--- src/hdl/mpc_pkg.sv ---
// Shared types, constants and the 64-bit popcount helper for the masked
// popcount contingency counter. No dependencies.
`default_nettype none

package mpc_pkg;

   localparam int unsigned NUM_REF          = 3;
   localparam int unsigned WORD_W           = 64;
   localparam int unsigned REF_ROW_W        = 2;
   localparam int unsigned WIDX_W           = 10;
   localparam int unsigned WIDX_EXT_W       = 17;
   localparam int unsigned WPR_W            = 11;
   localparam int unsigned ROWCNT_W         = 13;
   localparam int unsigned CSR_DATA_W       = 13;
   localparam int unsigned ROW_W            = 12;
   localparam int unsigned ENTRY_W          = 14;
   localparam int unsigned COUNT_W          = 17;
   localparam int unsigned PC_W             = 7;
   localparam int unsigned SEL_W            = 2;
   localparam int unsigned QUEUE_DEPTH      = 4;
   localparam int unsigned QPTR_W           = 2;
   localparam int unsigned QCNT_W           = 3;
   localparam int unsigned DEF_MAX_WORDS    = 1024;
   localparam int unsigned DEF_MAX_ROWS     = 4096;

   localparam logic [SEL_W-1:0]   LAST_SEL  = SEL_W'(NUM_REF - 1);
   localparam logic [COUNT_W-1:0] COUNT_MAX = {COUNT_W{1'b1}};

   typedef enum logic [0:0] {
      MODE_LOAD   = 1'b0,
      MODE_SAMPLE = 1'b1
   } mode_type;

   typedef enum logic [0:0] {
      CSR_WORDS_PER_ROW = 1'b0,
      CSR_ROW_COUNT     = 1'b1
   } csr_index_type;

   typedef struct packed {
      mode_type               mode;
      logic [REF_ROW_W-1:0]   ref_row;
      logic [WIDX_W-1:0]      word_index;
      logic [WORD_W-1:0]      data_word;
   } req_type;

   typedef struct packed {
      logic [ENTRY_W-1:0]     entry_index;
      logic [COUNT_W-1:0]     count;
      logic                   last;
   } rsp_type;

   // One sample word after masking with the three reference words.
   typedef struct packed {
      logic                              row_end;
      logic [NUM_REF-1:0][WORD_W-1:0]    word;
   } q_entry_type;

   function automatic logic [PC_W-1:0] popcount64(input logic [WORD_W-1:0] v);
      logic [WORD_W-1:0] t1;
      logic [WORD_W-1:0] t2;
      logic [WORD_W-1:0] t3;
      logic [PC_W-1:0]   acc;
      t1 = v - ((v >> 1) & {8{8'h55}});
      t2 = (t1 & {8{8'h33}}) + ((t1 >> 2) & {8{8'h33}});
      t3 = (t2 + (t2 >> 4)) & {8{8'h0F}};
      acc = '0;
      for (int b = 0; b < 8; b++) begin
         acc = acc + PC_W'(t3[b*8 +: 8]);
      end
      return acc;
   endfunction

endpackage

`default_nettype wire

--- src/hdl/mpc_queue.sv ---
// Short register FIFO that decouples the front end from the counting back end.
// Depends on mpc_pkg.
`default_nettype none

module mpc_queue
   import mpc_pkg::*;
(
   input  wire logic        clock,
   input  wire logic        reset,
   input  wire logic        push_valid,
   output      logic        push_ready,
   input  wire q_entry_type push_data,
   output      logic        pop_valid,
   input  wire logic        pop_ready,
   output      q_entry_type pop_data
);

   q_entry_type         slot_ff [QUEUE_DEPTH];
   logic [QPTR_W-1:0]   wr_ptr_ff, wr_ptr_in;
   logic [QPTR_W-1:0]   rd_ptr_ff, rd_ptr_in;
   logic [QCNT_W-1:0]   cnt_ff, cnt_in;
   logic                do_push, do_pop;

   assign push_ready = (cnt_ff != QCNT_W'(QUEUE_DEPTH));
   assign pop_valid  = (cnt_ff != '0);
   assign pop_data   = slot_ff[rd_ptr_ff];
   assign do_push    = push_valid && push_ready;
   assign do_pop     = pop_valid && pop_ready;

   always_comb begin
      wr_ptr_in = do_push ? wr_ptr_ff + 1'b1 : wr_ptr_ff;
      rd_ptr_in = do_pop ? rd_ptr_ff + 1'b1 : rd_ptr_ff;
      cnt_in    = cnt_ff + QCNT_W'(do_push) - QCNT_W'(do_pop);
   end

   always_ff @(posedge clock) begin
      if (reset) begin
         wr_ptr_ff <= '0;
         rd_ptr_ff <= '0;
         cnt_ff    <= '0;
      end else begin
         wr_ptr_ff <= wr_ptr_in;
         rd_ptr_ff <= rd_ptr_in;
         cnt_ff    <= cnt_in;
      end
   end

   always_ff @(posedge clock) begin
      if (do_push) begin
         slot_ff[wr_ptr_ff] <= push_data;
      end
   end

endmodule

`default_nettype wire

--- config.mk ---
export PLATFORM = sky130hd
export DESIGN_NAME = mpc_queue
export DESIGN_NICKNAME = d
export VERILOG_FILES = /design/src/hdl/mpc_pkg.sv /design/src/hdl/mpc_queue.sv
export SDC_FILE = /design/constraint.sdc
export NUM_CORES = 1
export LEC_CHECK = 0
export ABC_AREA = 1
export BUFFER_PORTS_ARGS = -buffer_cell sky130_fd_sc_hd__buf_2
export CORE_ASPECT_RATIO = 1.2
export CORE_UTILIZATION = 40
export CTS_CLUSTER_DIAMETER = 150
export DETAILED_ROUTE_END_ITERATION = 8
export GPL_ROUTABILITY_DRIVEN = 0
export GPL_TIMING_DRIVEN = 0
export PLACE_DENSITY = 0.63
export SLEW_MARGIN = 5
export SYNTH_ARGS = -nofsm -noshare
export SYNTH_HDL_FRONTEND = slang
export SYNTH_SLANG_ARGS = --single-unit
--- constraint.sdc ---
create_clock -name clock -period 15.25 [get_ports clock]
set_clock_uncertainty 0.05 [all_clocks]
set_input_delay 3.05 -clock clock [delete_from_list [all_inputs] [get_ports clock]]
set_output_delay 3.05 -clock clock [all_outputs]
set_load 0.02 [all_outputs]
==> results.json, run 1 <==
{
  "status": "finished, final reports clean",
  "required_ns": 12.15,
  "synth_seq_cells": 781,
  "port_buffers": 391,
  "path_buf_inv": 4,
  "start_util_pct": 40.7,
  "routedWlPerCell_um": 22.2,
  "cts-root-buf": "clkbuf_16",
  "grt_max_degree": 28,
  "num_vias": 18300,
  "hp-class": "register to register",
  "grt_overflow_total": 0,
  "worst_pin_slew_ns": 0.913,
  "syn_nets": 2135,
  "core-area_um2": 71500,
  "post_cts_buffers": 0,
  "min_period_ns": 6.12,
  "setup_viol": 0,
  "ys.flop_type": "edfxtp_1",
  "die_w_um": 248,
  "antenna_found_initial": 24,
  "path_cells": "buf_6, buf_4, clkbuf_1, o21ai_0, o22ai_1, buf_2",
  "ys_async_sr_fraction_pct": 0,
  "via_per_inst": 5.32,
  "cpMaxStageDelayCell": "o22ai_1",
  "cts_resized": 0,
  "yosys_warnings": 0,
  "whs_path_depth": 2,
  "cts.clk_slew.worst_paths_ns": 0.06,
  "rr_worst_depth": 8,
  "cp-start-kind": "register",
  "arrival_ns": 3.02,
  "dieArea_um2": 73800,
  "drtPass1Iterations": 5,
  "hold_ws_ns": 0.450,
  "crit_path_max_fanout": 10,
  "synth_area_um2": 29100,
  "rows": 107,
  "cts.sinks": 781,
  "grt_pass1_wl_um": 113000,
  "setup_tns_ns": 0,
  "dpl_cell_area_um2": 33000,
  "synth_seq_area_share_pct": 80.3,
  "synth_cell_types": 20,
  "worst_setup_path_end_kind": "primary output",
  "ys_top_cells_by_count": "edfxtp_1 (772), nor2_1 (399), o21ai_0 (353), o22ai_1 (193), clkbuf_1 (63)",
  "cts_tree": "yes",
  "cpPeakStageDelay_ns": 0.59,
  "rsz0062_at_grt": "no",
  "grt_pass1_vias": 18500,
  "synth_top_area_cell": "edfxtp_1",
  "syn2layout_area_growth_pct": 22.5,
  "drt_wl_total_um": 76500,
  "ant_nets": 0,
  "clock_latency_ns": 0.63,
  "numCtsBuffers": 78,
  "cap_violations": 0,
  "finalNonFillerCells": 3447,
  "layout-drive-gt1-share_pct": 24.4,
  "worstSetupPathType": "register to primary output",
  "synthTopCellsByArea": "edfxtp_1 (80%), o21ai_0 (6.1%), nor2_1 (5.2%)",
  "synth.avg_cell_area_um2": 15.1,
  "fmax_ghz": 0.163,
  "die-height_um": 297,
  "p_per_area_nw_per_um2": 175,
  "p_leak_nw": 12.4,
  "hold_buffers": 0,
  "vdd_drop_max_mv": 0.110,
  "synth_most_common_cell": "edfxtp_1",
  "pin_count": 392,
  "hp-start": "rd_ptr_ff[0]",
  "fin_area_um2": 35600,
  "dr.first_iter.drc_count": 1604,
  "clock_path_buffers": 3,
  "grtUsageTotal_pct": 20.4,
  "finalHoldViolCount": 0,
  "synth_edf_count": 772,
  "slew_headroom_pct": 39.0,
  "syn_inst": 1931,
  "r2r_start": "cnt_ff[1]",
  "drc": 0,
  "htreeDepth": 3,
  "finalCritPeriodShare_pct": 40.1,
  "power.total_w": 0.00624,
  "slew_violations": 0,
  "place_hpwl_um": 50400,
  "synth_top_area_share_pct": 79.7,
  "final_nets": 2640,
  "cp.depth": 6,
  "critPathTopFamily": "buffers and inverters",
  "dp_cells": 3282
}
==> state kept, by name (all words and copies together), names as in the netlist, named ones only <==
name and flops:
cnt_ff 3, rd_ptr_ff 2, slot_ff 772, wr_ptr_ff 2
==> metrics by stage <==
stage / worst slack, ns / util, %
finish: 9.13 / 49.8
global route: 8.91 / 49.8
CTS: 9.01 / 49.7
detailed placement: 9.70 / 46.1
global placement: -3.94 / 45.0
floorplan: 3.27 / -
==> per-layer routing <==
layer	track usage, %	vias up	share of wire [%]
li1	-	8382	-
met1	26.2	9079	39
met2	32.1	698	49
met3	5.00	151	8.4
met4	9.87	14	3.5
met5	0	-	0.11
==> logic make-up after synthesis <==
kind of cell             synth area share [%]
AO/OA/AOI/OAI                            10.9
adder cells (fa/ha/maj)                 0.327
buffers and inverters                    3.04
flip-flops                               80.3
AND/OR/NAND/NOR                          5.36
==> tightest hold or removal path, delay by kind of cell, from the launching register on <==
family / cells / cell delay [ns]
AO/OA/AOI/OAI: 1 / 0.06
flip-flops: 1 / 0.33
AND/OR/NAND/NOR: 1 / 0.08
==> path summary, 6_finish.rpt <==
kind,slack [ns],endpoint
worst max register to register,12.21,slot_ff[2][105]
worst max-delay path,9.13,pop_data[130]
worst min-delay path,0.45,rd_ptr_ff[0]
worst min register to register,0.45,rd_ptr_ff[0]
==> power breakdown <==
group          internal (W)  switching, W  total, W
combinational      0.000492       0.00117   0.00166
sequential          0.00261     0.0000481   0.00266
clock               0.00111      0.000812   0.00192
==> layout make-up <==
cell class	count	area [µm²]
multi-input cells	1007	4860
flip-flops and latches	781	23400
repair buffers	425	2690
well taps	926	1160
diodes	21	52.6
clock inverters	44	508
fillers	6030	35900
plain buffers	127	811
clock buffers	100	2100
inverters	16	72.6
==> cells in the final DEF (no fill, tap or decap), types with 4 or more instances in the layout <==
cell,Yosys,layout
a21oi_1,4,4
buf_12,0,27
buf_16,0,7
buf_2,21,412
buf_4,9,9
buf_6,28,28
bufinv_16,0,7
clkbuf_1,63,81
clkbuf_16,0,80
clkbuf_8,3,5
clkinv_1,0,9
clkinv_2,0,16
clkinvlp_4,0,5
dfxtp_1,9,9
diode_2,0,21
edfxtp_1,772,772
ha_1,6,6
inv_1,15,15
nand2_1,12,12
nor2_1,399,395
nor2_4,0,4
o21ai_0,353,353
o21ai_1,34,34
o22ai_1,193,193
No activity file was read; power rests on OpenSTA's default activity.
==> inputs of run 2 (changes only) <==
--- a/config.mk
+++ b/config.mk
@@ -13,7 +13,7 @@
 export DETAILED_ROUTE_END_ITERATION = 8
 export GPL_ROUTABILITY_DRIVEN = 0
 export GPL_TIMING_DRIVEN = 0
-export PLACE_DENSITY = 0.63
+export PLACE_DENSITY = 0.65
 export SLEW_MARGIN = 5
 export SYNTH_ARGS = -nofsm -noshare
 export SYNTH_HDL_FRONTEND = slang
==> constraint.sdc (replaced) <==
create_clock -name clock -period 5.22 [get_ports clock]
set_clock_uncertainty 0.05 [all_clocks]
set_input_delay 1.044 -clock clock [delete_from_list [all_inputs] [get_ports clock]]
set_output_delay 1.044 -clock clock [all_outputs]
set_load 0.02 [all_outputs]
==> results.json, run 2 (synthesized netlist as in run 1, its figures left out) <==
{
  "p_leak_nw": 12.4,
  "crit_path_max_fanout": 10,
  "place_hpwl_um": 50400,
  "ant_nets": 0,
  "grt_max_degree": 27,
  "htreeDepth": 3,
  "cts_resized": 0,
  "p_per_area_nw_per_um2": 510,
  "die_w_um": 248,
  "routedWlPerCell_um": 22.4,
  "drt_wl_total_um": 77300,
  "arrival_ns": 2.67,
  "start_util_pct": 40.7,
  "rrSetupSlack_ns": 1.93,
  "cpPeakStageDelay_ns": 0.43,
  "core-area_um2": 71500,
  "whs_path_depth": 2,
  "reg2reg_to": "slot_ff[1][95]",
  "drtPass1Iterations": 6,
  "cp-start-kind": "register",
  "largest_reg_flops": 772,
  "setup_viol": 0,
  "numCtsBuffers": 79,
  "antenna_found_initial": 27,
  "slew_headroom_pct": 39.9,
  "path_cells": "inv_1, buf_2, clkbuf_1, o21ai_0, o22ai_1, buf_2",
  "hold_path_end": "rd_ptr_ff[0]",
  "worst_pin_slew_ns": 0.899,
  "status": "finished, final reports clean",
  "drc": 0,
  "final_nets": 2640,
  "hold_buffers": 0,
  "top_register": "slot_ff",
  "dr_wl_met3_um": 6180,
  "grtUsageTotal_pct": 20.6,
  "cts.sinks": 781,
  "worstSetupPathType": "register to primary output",
  "cts-root-buf": "clkbuf_16",
  "maxUsedRoutingLayer": "met5",
  "rsz0062_at_grt": "no",
  "num_vias": 18600,
  "via_per_inst": 5.40,
  "die-height_um": 297,
  "critPathTopFamily": "buffers and inverters",
  "mostFrequentLayoutCells": "edfxtp_1 (772), buf_2 (412), nor2_1 (395)",
  "layout-drive-gt1-share_pct": 24.3,
  "dr.first_iter.drc_count": 1592,
  "final_common_cell": "edfxtp_1",
  "grt_pass1_wl_um": 114000,
  "path_buf_inv": 4,
  "required_ns": 4.13,
  "dieArea_um2": 73800,
  "hp-start": "rd_ptr_ff[0]",
  "clock_latency_ns": 0.60,
  "cpMaxStageDelayCell": "clkbuf_1",
  "finalCritPeriodShare_pct": 72.1,
  "finalHoldViolCount": 0,
  "pin_count": 392,
  "wl_met1_um": 29900,
  "met2WireLength_um": 38900,
  "hp-class": "register to register",
  "clock_path_buffers": 3,
  "reg_top3": "slot_ff: 772 flops, cnt_ff: 3 flops",
  "grt_pass1_vias": 18800,
  "min_period_ns": 3.76,
  "cts.clk_slew.worst_paths_ns": 0.06,
  "power.total_w": 0.0181,
  "rows": 107,
  "rr_worst_depth": 9,
  "cts_tree": "yes",
  "utilization_pct": 49.7,
  "syn2layout_area_growth_pct": 22.1,
  "slew_violations": 0,
  "vdd_drop_max_mv": 0.415,
  "fmax_ghz": 0.266,
  "cap_violations": 0,
  "post_cts_buffers": 0,
  "r2r_start": "cnt_ff[1]",
  "cp_common_cell": "buf_2",
  "grt_overflow_total": 0,
  "port_buffers": 391,
  "worst_setup_path_end_kind": "primary output"
}
==> run 2: cell types whose count changed in the layout (fill, tap and decap cells not counted), sizes merged <==
cell / before / now
clkbuf: 166 / 157
clkinv: 30 / 37
inv: 18 / 24
bufinv: 7 / 5
buf: 486 / 485
clkinvlp: 5 / 4
diode: 21 / 22
==> run 2: tightest hold or removal path, delay by kind of cell, from the launching register on <==
family	cells	cell delay (ns)
DFF	1	0.33
and+or+nand+nor	1	0.07
AOI/OAI and AO/OA	1	0.05
==> run 2: cell type report <==
cell class	count	area, µm²
fill	6061	36000
sequential	781	23400
multi-input combinational	1007	4860
timing repair buffer	424	2670
clock buffer	91	2040
tap	926	1160
buffer	127	811
clock inverter	54	480
inverter	16	72.6
antenna	22	55.1
==> run 2: where the power goes <==
part	switching (W)	total, W	internal, W
logic	0.00340	0.00484	0.00143
clock network	0.00241	0.00551	0.00310
registers	0.000143	0.00776	0.00762
==> run 2: worst max path at each step <==
stage | to | slack [ns] | from | cells after the start
3_5_place_dp | slot_ff[1][92] | 1.42 | push_valid | 8
2_1_floorplan | slot_ff[0][0] | -1.53 | push_valid | 2
5_1_grt | pop_data[88] | 1.25 | register | 6
4_1_cts | pop_data[51] | 1.35 | register | 6
3_3_place_gp | slot_ff[0][95] | -5.93 | push_valid | 3
6_report | pop_data[49] | 1.46 | register | 6
==> run 2: metrics by stage <==
step	hold WS (ns)	cell area (µm²)	std cells	TNS [ns]	setup slack, ns
global placement	0.411	32200	3248	-4484.78	-5.93
CTS	0.434	35500	3426	0	1.35
global route	0.469	35500	3442	0	1.25
floorplan	0.398	29100	1931	-1178.56	-1.53
detailed placement	0.418	32900	3281	0	1.42
finish	0.430	35500	3448	0	1.46
==> run 2: layer usage <==
layer  global-route usage [%]  vias to the layer above
li1                         -                     8384
met1                     25.8                     9326
met2                     34.0                      752
met3                     5.20                      141
met4                     8.19                       20
met5                        0                        -
