File: src/hdl/mpc_pkg.sv
// Shared types, constants and the 64-bit popcount helper for the masked
// popcount contingency counter. No dependencies.
`default_nettype none

package mpc_pkg;

   localparam int unsigned NUM_REF          = 3;
   localparam int unsigned WORD_W           = 64;
   localparam int unsigned REF_ROW_W        = 2;
   localparam int unsigned WIDX_W           = 10;
   localparam int unsigned WIDX_EXT_W       = 17;
   localparam int unsigned WPR_W            = 11;
   localparam int unsigned ROWCNT_W         = 13;
   localparam int unsigned CSR_DATA_W       = 13;
   localparam int unsigned ROW_W            = 12;
   localparam int unsigned ENTRY_W          = 14;
   localparam int unsigned COUNT_W          = 17;
   localparam int unsigned PC_W             = 7;
   localparam int unsigned SEL_W            = 2;
   localparam int unsigned QUEUE_DEPTH      = 4;
   localparam int unsigned QPTR_W           = 2;
   localparam int unsigned QCNT_W           = 3;
   localparam int unsigned DEF_MAX_WORDS    = 1024;
   localparam int unsigned DEF_MAX_ROWS     = 4096;

   localparam logic [SEL_W-1:0]   LAST_SEL  = SEL_W'(NUM_REF - 1);
   localparam logic [COUNT_W-1:0] COUNT_MAX = {COUNT_W{1'b1}};

   typedef enum logic [0:0] {
      MODE_LOAD   = 1'b0,
      MODE_SAMPLE = 1'b1
   } mode_type;

   typedef enum logic [0:0] {
      CSR_WORDS_PER_ROW = 1'b0,
      CSR_ROW_COUNT     = 1'b1
   } csr_index_type;

   typedef struct packed {
      mode_type               mode;
      logic [REF_ROW_W-1:0]   ref_row;
      logic [WIDX_W-1:0]      word_index;
      logic [WORD_W-1:0]      data_word;
   } req_type;

   typedef struct packed {
      logic [ENTRY_W-1:0]     entry_index;
      logic [COUNT_W-1:0]     count;
      logic                   last;
   } rsp_type;

   // One sample word after masking with the three reference words.
   typedef struct packed {
      logic                              row_end;
      logic [NUM_REF-1:0][WORD_W-1:0]    word;
   } q_entry_type;

   function automatic logic [PC_W-1:0] popcount64(input logic [WORD_W-1:0] v);
      logic [WORD_W-1:0] t1;
      logic [WORD_W-1:0] t2;
      logic [WORD_W-1:0] t3;
      logic [PC_W-1:0]   acc;
      t1 = v - ((v >> 1) & {8{8'h55}});
      t2 = (t1 & {8{8'h33}}) + ((t1 >> 2) & {8{8'h33}});
      t3 = (t2 + (t2 >> 4)) & {8{8'h0F}};
      acc = '0;
      for (int b = 0; b < 8; b++) begin
         acc = acc + PC_W'(t3[b*8 +: 8]);
      end
      return acc;
   endfunction

endpackage

`default_nettype wire

File: src/hdl/mpc_back.sv
// Back end: popcounts masked words, keeps the three saturating counters and
// the sample row, and drains three results per finished row. Depends on mpc_pkg.
`default_nettype none

module mpc_back
   import mpc_pkg::*;
#(
   parameter int unsigned MAX_ROWS = DEF_MAX_ROWS
) (
   input  wire logic                 clock,
   input  wire logic                 reset,
   input  wire logic [ROWCNT_W-1:0]  row_count,
   input  wire logic                 pop_valid,
   output      logic                 pop_ready,
   input  wire q_entry_type          pop_data,
   output      logic                 rsp_valid,
   input  wire logic                 rsp_ready,
   output      rsp_type              rsp_data
);

   // popcount input stage
   logic                 pa_valid_ff, pa_valid_in;
   q_entry_type          pa_entry_ff;
   // accumulate stage
   logic                 pb_valid_ff, pb_valid_in;
   logic                 pb_row_end_ff;
   logic [PC_W-1:0]      pb_pc_ff [NUM_REF];
   // running counters and row
   logic [COUNT_W-1:0]   cnt_ff [NUM_REF];
   logic [COUNT_W-1:0]   cnt_in [NUM_REF];
   logic [COUNT_W-1:0]   sat [NUM_REF];
   logic [ROW_W-1:0]     row_ff, row_in;
   logic [ROWCNT_W-1:0]  row_next;
   // result buffer
   logic                 emit_valid_ff, emit_valid_in;
   logic [SEL_W-1:0]     emit_sel_ff, emit_sel_in;
   logic [ENTRY_W-1:0]   emit_base_ff, emit_base_in;
   logic [COUNT_W-1:0]   emit_cnt_ff [NUM_REF];

   logic                 emit_free, pb_adv, pb_load_ok, pa_load_ok, do_pop, rsp_fire;

   assign rsp_fire   = emit_valid_ff && rsp_ready;
   assign emit_free  = !emit_valid_ff || (rsp_fire && (emit_sel_ff == LAST_SEL));
   assign pb_adv     = pb_valid_ff && (!pb_row_end_ff || emit_free);
   assign pb_load_ok = !pb_valid_ff || pb_adv;
   assign pa_load_ok = !pa_valid_ff || pb_load_ok;
   assign pop_ready  = pa_load_ok;
   assign do_pop     = pop_valid && pop_ready;

   always_comb begin
      pa_valid_in = pa_load_ok ? pop_valid : pa_valid_ff;
      pb_valid_in = pb_load_ok ? pa_valid_ff : pb_valid_ff;
   end

   always_comb begin
      for (int j = 0; j < NUM_REF; j++) begin
         logic [COUNT_W:0] sum;
         sum    = {1'b0, cnt_ff[j]} + (COUNT_W + 1)'(pb_pc_ff[j]);
         sat[j] = sum[COUNT_W] ? COUNT_MAX : sum[COUNT_W-1:0];
      end
   end

   assign row_next = ROWCNT_W'(row_ff) + 1'b1;

   always_comb begin
      cnt_in        = cnt_ff;
      row_in        = row_ff;
      emit_valid_in = emit_valid_ff;
      emit_sel_in   = emit_sel_ff;
      emit_base_in  = emit_base_ff;
      if (rsp_fire) begin
         if (emit_sel_ff == LAST_SEL) begin
            emit_valid_in = 1'b0;
         end else begin
            emit_sel_in = emit_sel_ff + 1'b1;
         end
      end
      if (pb_adv) begin
         if (pb_row_end_ff) begin
            for (int j = 0; j < NUM_REF; j++) begin
               cnt_in[j] = '0;
            end
            emit_valid_in = 1'b1;
            emit_sel_in   = '0;
            emit_base_in  = ENTRY_W'({row_ff, 1'b0}) + ENTRY_W'(row_ff);
            if ((row_next >= row_count) || (32'(row_next) >= 32'(MAX_ROWS))) begin
               row_in = '0;
            end else begin
               row_in = row_next[ROW_W-1:0];
            end
         end else begin
            cnt_in = sat;
         end
      end
   end

   always_ff @(posedge clock) begin
      if (reset) begin
         pa_valid_ff   <= 1'b0;
         pb_valid_ff   <= 1'b0;
         emit_valid_ff <= 1'b0;
         emit_sel_ff   <= '0;
         row_ff        <= '0;
         for (int j = 0; j < NUM_REF; j++) begin
            cnt_ff[j] <= '0;
         end
      end else begin
         pa_valid_ff   <= pa_valid_in;
         pb_valid_ff   <= pb_valid_in;
         emit_valid_ff <= emit_valid_in;
         emit_sel_ff   <= emit_sel_in;
         row_ff        <= row_in;
         cnt_ff        <= cnt_in;
      end
   end

   always_ff @(posedge clock) begin
      if (do_pop) begin
         pa_entry_ff <= pop_data;
      end
      if (pb_load_ok && pa_valid_ff) begin
         pb_row_end_ff <= pa_entry_ff.row_end;
         for (int j = 0; j < NUM_REF; j++) begin
            pb_pc_ff[j] <= popcount64(pa_entry_ff.word[j]);
         end
      end
      emit_base_ff <= emit_base_in;
      if (pb_adv && pb_row_end_ff) begin
         emit_cnt_ff <= sat;
      end
   end

   always_comb begin
      rsp_valid            = emit_valid_ff;
      rsp_data.entry_index = emit_base_ff + ENTRY_W'(emit_sel_ff);
      rsp_data.count       = emit_cnt_ff[emit_sel_ff];
      rsp_data.last        = (emit_sel_ff == LAST_SEL);
   end

endmodule

`default_nettype wire

File: config.mk
export PLATFORM = sky130hd
export DESIGN_NAME = mpc_back
export DESIGN_NICKNAME = d
export VERILOG_FILES = /design/src/hdl/mpc_pkg.sv /design/src/hdl/mpc_back.sv
export SDC_FILE = /design/constraint.sdc
export NUM_CORES = 1
export LEC_CHECK = 0
export ABC_AREA = 1
export BUFFER_PORTS_ARGS = -buffer_cell sky130_fd_sc_hd__buf_2
export CORE_ASPECT_RATIO = 0.6
export CORE_UTILIZATION = 30
export DETAILED_ROUTE_END_ITERATION = 16
export MAX_ROUTING_LAYER = met4
export PLACE_DENSITY = 0.55
export SYNTH_ARGS = -nofsm -noshare
export SYNTH_HDL_FRONTEND = slang
export SYNTH_SLANG_ARGS = --single-unit
File: constraint.sdc
create_clock -name clock -period 17.3 [get_ports clock]
set_input_delay 2.595 -clock clock [delete_from_list [all_inputs] [get_ports clock]]
set_output_delay 2.595 -clock clock [all_outputs]
set_load 0.05 [all_outputs]
==> results <==
- The first-pass iteration count of the detailed router is 5.
- The wire length the detailed router placed on met1 is 65570 um.
- The wire length after detailed routing is 120100 um.
- The synthesized area per cell is 7.228 sq um.
- Counting the buffers created by CTS gives 41.
- The detailed router used layers up to and including met4.
- The combined global-route utilization of all metal layers is 20.05%.
- Of the post-synthesis cell area, the dominant cell type holds 23.47%.
- In the layout the commonest cells are sky130_fd_sc_hd__nand2_1 (1432), sky130_fd_sc_hd__inv_1 (1054), sky130_fd_sc_hd__nor2_1 (426).
- After floorplanning, the core was divided into 97 placement rows.
- The number of hold-slack violations in the final timing report was 0.
- After detailed routing, the number of vias per cell comes to 4.617.
- The TritonCTS clock tree is built.
- The number of warnings reported in the yosys synthesis log is 0.
- Derived from the worst setup path, the maximum achievable clock frequency is 136.1 MHz.
- The fraction of power consumed by the clock network is 12.3%.
- For this run, the slowest stage of the critical path takes 0.74 ns.
- In the routed design, unresolved DRC markers number 0.
- The number of antenna violations at the first check in global routing is 4.
- The proportion of layout cells with a drive suffix above 1 is 7.233%.
- The height of the die is 269.7 um.
- The type of the most critical hold path is flop to flop.
- The first global-routing pass estimated 177800 um of wire.
- The remaining antenna violation count after routing is 0.
- The signal arrival time at the worst endpoint is 7.73 ns.
- The combined buffer and inverter count along the critical path is 6.
- VDD sags by at most 0.4743 mV.
- The die outline area is 120800 sq um.
- For this design the total switching power over the nets is 0.003511 W.
- After the last flow step, the layout net total stands at 6000.
- The clock tree root driver cell is sky130_fd_sc_hd__clkbuf_16.
- The final count of negative-setup-slack endpoints is 0.
- The routed design uses 13230 um of met3 wire.
- Wire segments on met2 add up to 39890 um in the final route.
- Setup repair after global routing left no endpoint under its margin.
- STA classifies the critical path endpoint as a flop.
- The path type of the worst setup path is flop to flop.
- Counting every instance in the synthesized netlist gives 4956.
- The worst hold slack across all endpoints is 0.4726 ns.
- Compared with the post-synthesis result, the final layout area differs by 12.69%.
- The most prevalent standard cell on the critical path is sky130_fd_sc_hd__fa_1.
- The number of flops mapped to enable cells by yosys is 280.
- During placement, the flow inserted port buffers numbering 243.
- The most common flop cell mapped by yosys is sky130_fd_sc_hd__edfxtp_1.
- Entering global routing, the biggest net connects 67 pins.
- For the final routed database, the setup TNS stands at 0 ns.
- The initial detailed-routing violation count is 2937.
- The fraction of the cycle the final worst path needs is 42.48%.
- Buffers added to address setup during post-CTS repair amount to 0.
- The sequential share of the synthesized area is 27.27%.
- The CTS clock-pin slew for the worst setup and hold paths is 0.06 ns.
- At the pin with the least slew margin, the transition time is 1.071 ns.
- In this run, post-CTS hold repair placed 0 buffers.
- The core outline area is 117500 sq um.
- The post-synthesis cell area is 35820 sq um.
- The tool flagged a number of max-cap violations equal to 0.
- The count of cells in the finished layout, fillers not included, comes to 6841.
- The effective utilization at floorplan is 30.49%.
- The total power per unit cell area is 189.0 nW/um^2.
- No sink is reached through more buffers than the 3 on the longest clock path.
- After synthesis, the cell types taking the most area are sky130_fd_sc_hd__edfxtp_1 (23%), sky130_fd_sc_hd__nand2_1 (15%), sky130_fd_sc_hd__ha_1 (15%), sky130_fd_sc_hd__inv_1 (11%), sky130_fd_sc_hd__fa_1 (8.2%).
- Counting tap cells, the placed design contains a total of 6762 instances.
- The top fanout value on the critical path is 5.
- Net switching is 46.03% of the power.
- The horizontal die dimension is 448.1 um.
- Across all layers, the routed design uses 31590 vias.
- The H-tree was split into 2 levels.
- The internal cell power is 0.004117 W.
- The relative contribution of combinational cells to total power is 69.1%.
- In this run, synthesis produced a sequential element count of 348.
- The placer congestion estimate is 1.041.
- After detailed routing, the average wire length per cell comes to 17.56 um.
- The core utilization of the finished layout is 34.36%.
- Synthesis produced a netlist with a net count of 5735.
- The flow ran to the end, and the final reports show no timing, DRC or antenna violations.
- 244 I/O pins were placed.
- After clock tree synthesis, the repair step resized 0 gates.
- The required time of the worst setup path is 17.68 ns.
- For this run, asynchronously set or reset flops after synthesis account for 0%.
- The post-synthesis cell type count is 50.
- STA classifies the critical path startpoint as a flop.
- After layout, the design draws a total of 0.007628 W.
- The clock tree skew after final layout is 0.02688 ns.
- In this run the static leakage power is 20.43 nW.
- The final critical path time including I/O delays and setup is 7.349 ns.
- Among cell families on the critical path, the largest total delay comes from adder cells.
- CTS saw 348 sinks.
- The total congestion overflow after global routing is 0.
- The remaining max-slew budget at the tightest pin is 28.13%.
- The clock reaches the later pin of the worst-skew pair after 0.64 ns.
- The slowest stage of the critical path is the sky130_fd_sc_hd__fa_1 cell.
- The number of max-slew violations in the final report was 0.
- The number of global-route vias before repair is 28980.
- The most common library cell in the layout ignoring fill and taps is sky130_fd_sc_hd__nand2_1.
- sky130_fd_sc_hd__edfxtp_1 takes more of the synthesized area than any other cell.
- The share of power burned in registers is 18.6%.
- The half-perimeter wire length after detailed placement is 103100 um.
## logic make-up after synthesis
logic type | synth area share (%)
AO/OA/AOI/OAI | 7.545
XOR/XNOR | 4.474
adder cells (fa/ha/maj) | 22.93
flip-flops | 27.27
AND/OR/NAND/NOR | 26.27
buffers and inverters | 11.50
## state kept, by name, summed over array words and instances (netlist names)
register / cells
rsp_valid: 1
emit_cnt_ff: 51
emit_sel_ff: 2
row_ff: 12
pb_valid_ff: 1
cnt_ff: 51
pb_row_end_ff: 1
pa_valid_ff: 1
pa_entry_ff: 193
pb_pc_ff: 21
emit_base_ff: 14
## path summary, 6_finish.rpt
path | startpoint | end | slack, ns | cells after the start
setup / recovery | pa_entry_ff[135] | pb_pc_ff[0][18] | 9.95 | 26
hold / removal | cnt_ff[23] | cnt_ff[23] | 0.47 | 2
setup reg to reg | pa_entry_ff[135] | pb_pc_ff[0][18] | 9.95 | 26
hold reg to reg | cnt_ff[23] | cnt_ff[23] | 0.47 | 2
## power by group through the flow
stage | Combinational [W] | Sequential (W) | Clock, W
after floorplan | 0.00399 | 0.00142 | 0
after global placement | 0.00526 | 0.00144 | 0
after detailed placement | 0.00535 | 0.00144 | 0
after CTS | 0.00537 | 0.00142 | 0.000973
after global routing | 0.00631 | 0.00142 | 0.00100
final | 0.00527 | 0.00142 | 0.000938
## synth_stat cells, types with 6 or more instances
library cell               instances
sky130_fd_sc_hd__nor4_1            9
sky130_fd_sc_hd__nand3_1         266
sky130_fd_sc_hd__nand2_2          22
sky130_fd_sc_hd__a21o_1           10
sky130_fd_sc_hd__o21a_1           10
sky130_fd_sc_hd__o21bai_1         38
sky130_fd_sc_hd__nor2_1          428
sky130_fd_sc_hd__xnor2_1          26
sky130_fd_sc_hd__fa_1            146
sky130_fd_sc_hd__nand2_1        1433
sky130_fd_sc_hd__a21boi_0         23
sky130_fd_sc_hd__nand4_1          38
sky130_fd_sc_hd__edfxtp_1        280
sky130_fd_sc_hd__nor3_1           43
sky130_fd_sc_hd__a211oi_1          6
sky130_fd_sc_hd__o21ai_1          11
sky130_fd_sc_hd__nand2_4           7
sky130_fd_sc_hd__o21ai_0         119
sky130_fd_sc_hd__inv_1          1055
sky130_fd_sc_hd__dfxtp_1          68
sky130_fd_sc_hd__a21oi_2          11
sky130_fd_sc_hd__clkbuf_1         20
sky130_fd_sc_hd__a21oi_1         239
sky130_fd_sc_hd__nand3b_1         19
sky130_fd_sc_hd__xor2_1          157
sky130_fd_sc_hd__o22ai_1           6
sky130_fd_sc_hd__ha_1            423
## tightest hold or removal path, stage by stage (launching register included)
cell and delay [ns]:
sky130_fd_sc_hd__dfxtp_1 0.31, sky130_fd_sc_hd__nand2_1 0.06, sky130_fd_sc_hd__a21oi_1 0.05
## metrics by stage
step                      worst slack [ns]  cell area (sq um)
after floorplan                      5.541              35820
after global placement               10.28              38940
after detailed placement             10.23              38940
after CTS                            10.21              40360
after global routing                 9.675              40360
final                                9.951              40370
## layout make-up
| class | instances | area, sq um |
|---|---|---|
| Multi-Input combinational cell | 3521 | 21950 |
| Tap cell | 1584 | 1982 |
| Sequential cell | 348 | 9769 |
| Antenna cell | 3 | 7.507 |
| Timing Repair Buffer | 250 | 1269 |
| Clock inverter | 26 | 326.6 |
| Inverter | 1059 | 3975 |
| Fill cell | 12650 | 77120 |
| Clock buffer | 50 | 1090 |
## routing by layer
layer  track usage, %  vias to the layer above
met1            33.24                    14480
met3            5.775                       71
met4            2.712                        0
li1                 -                    15980
met5                -                        -
met2            22.72                     1058
No activity file was read; power rests on OpenSTA's default activity.
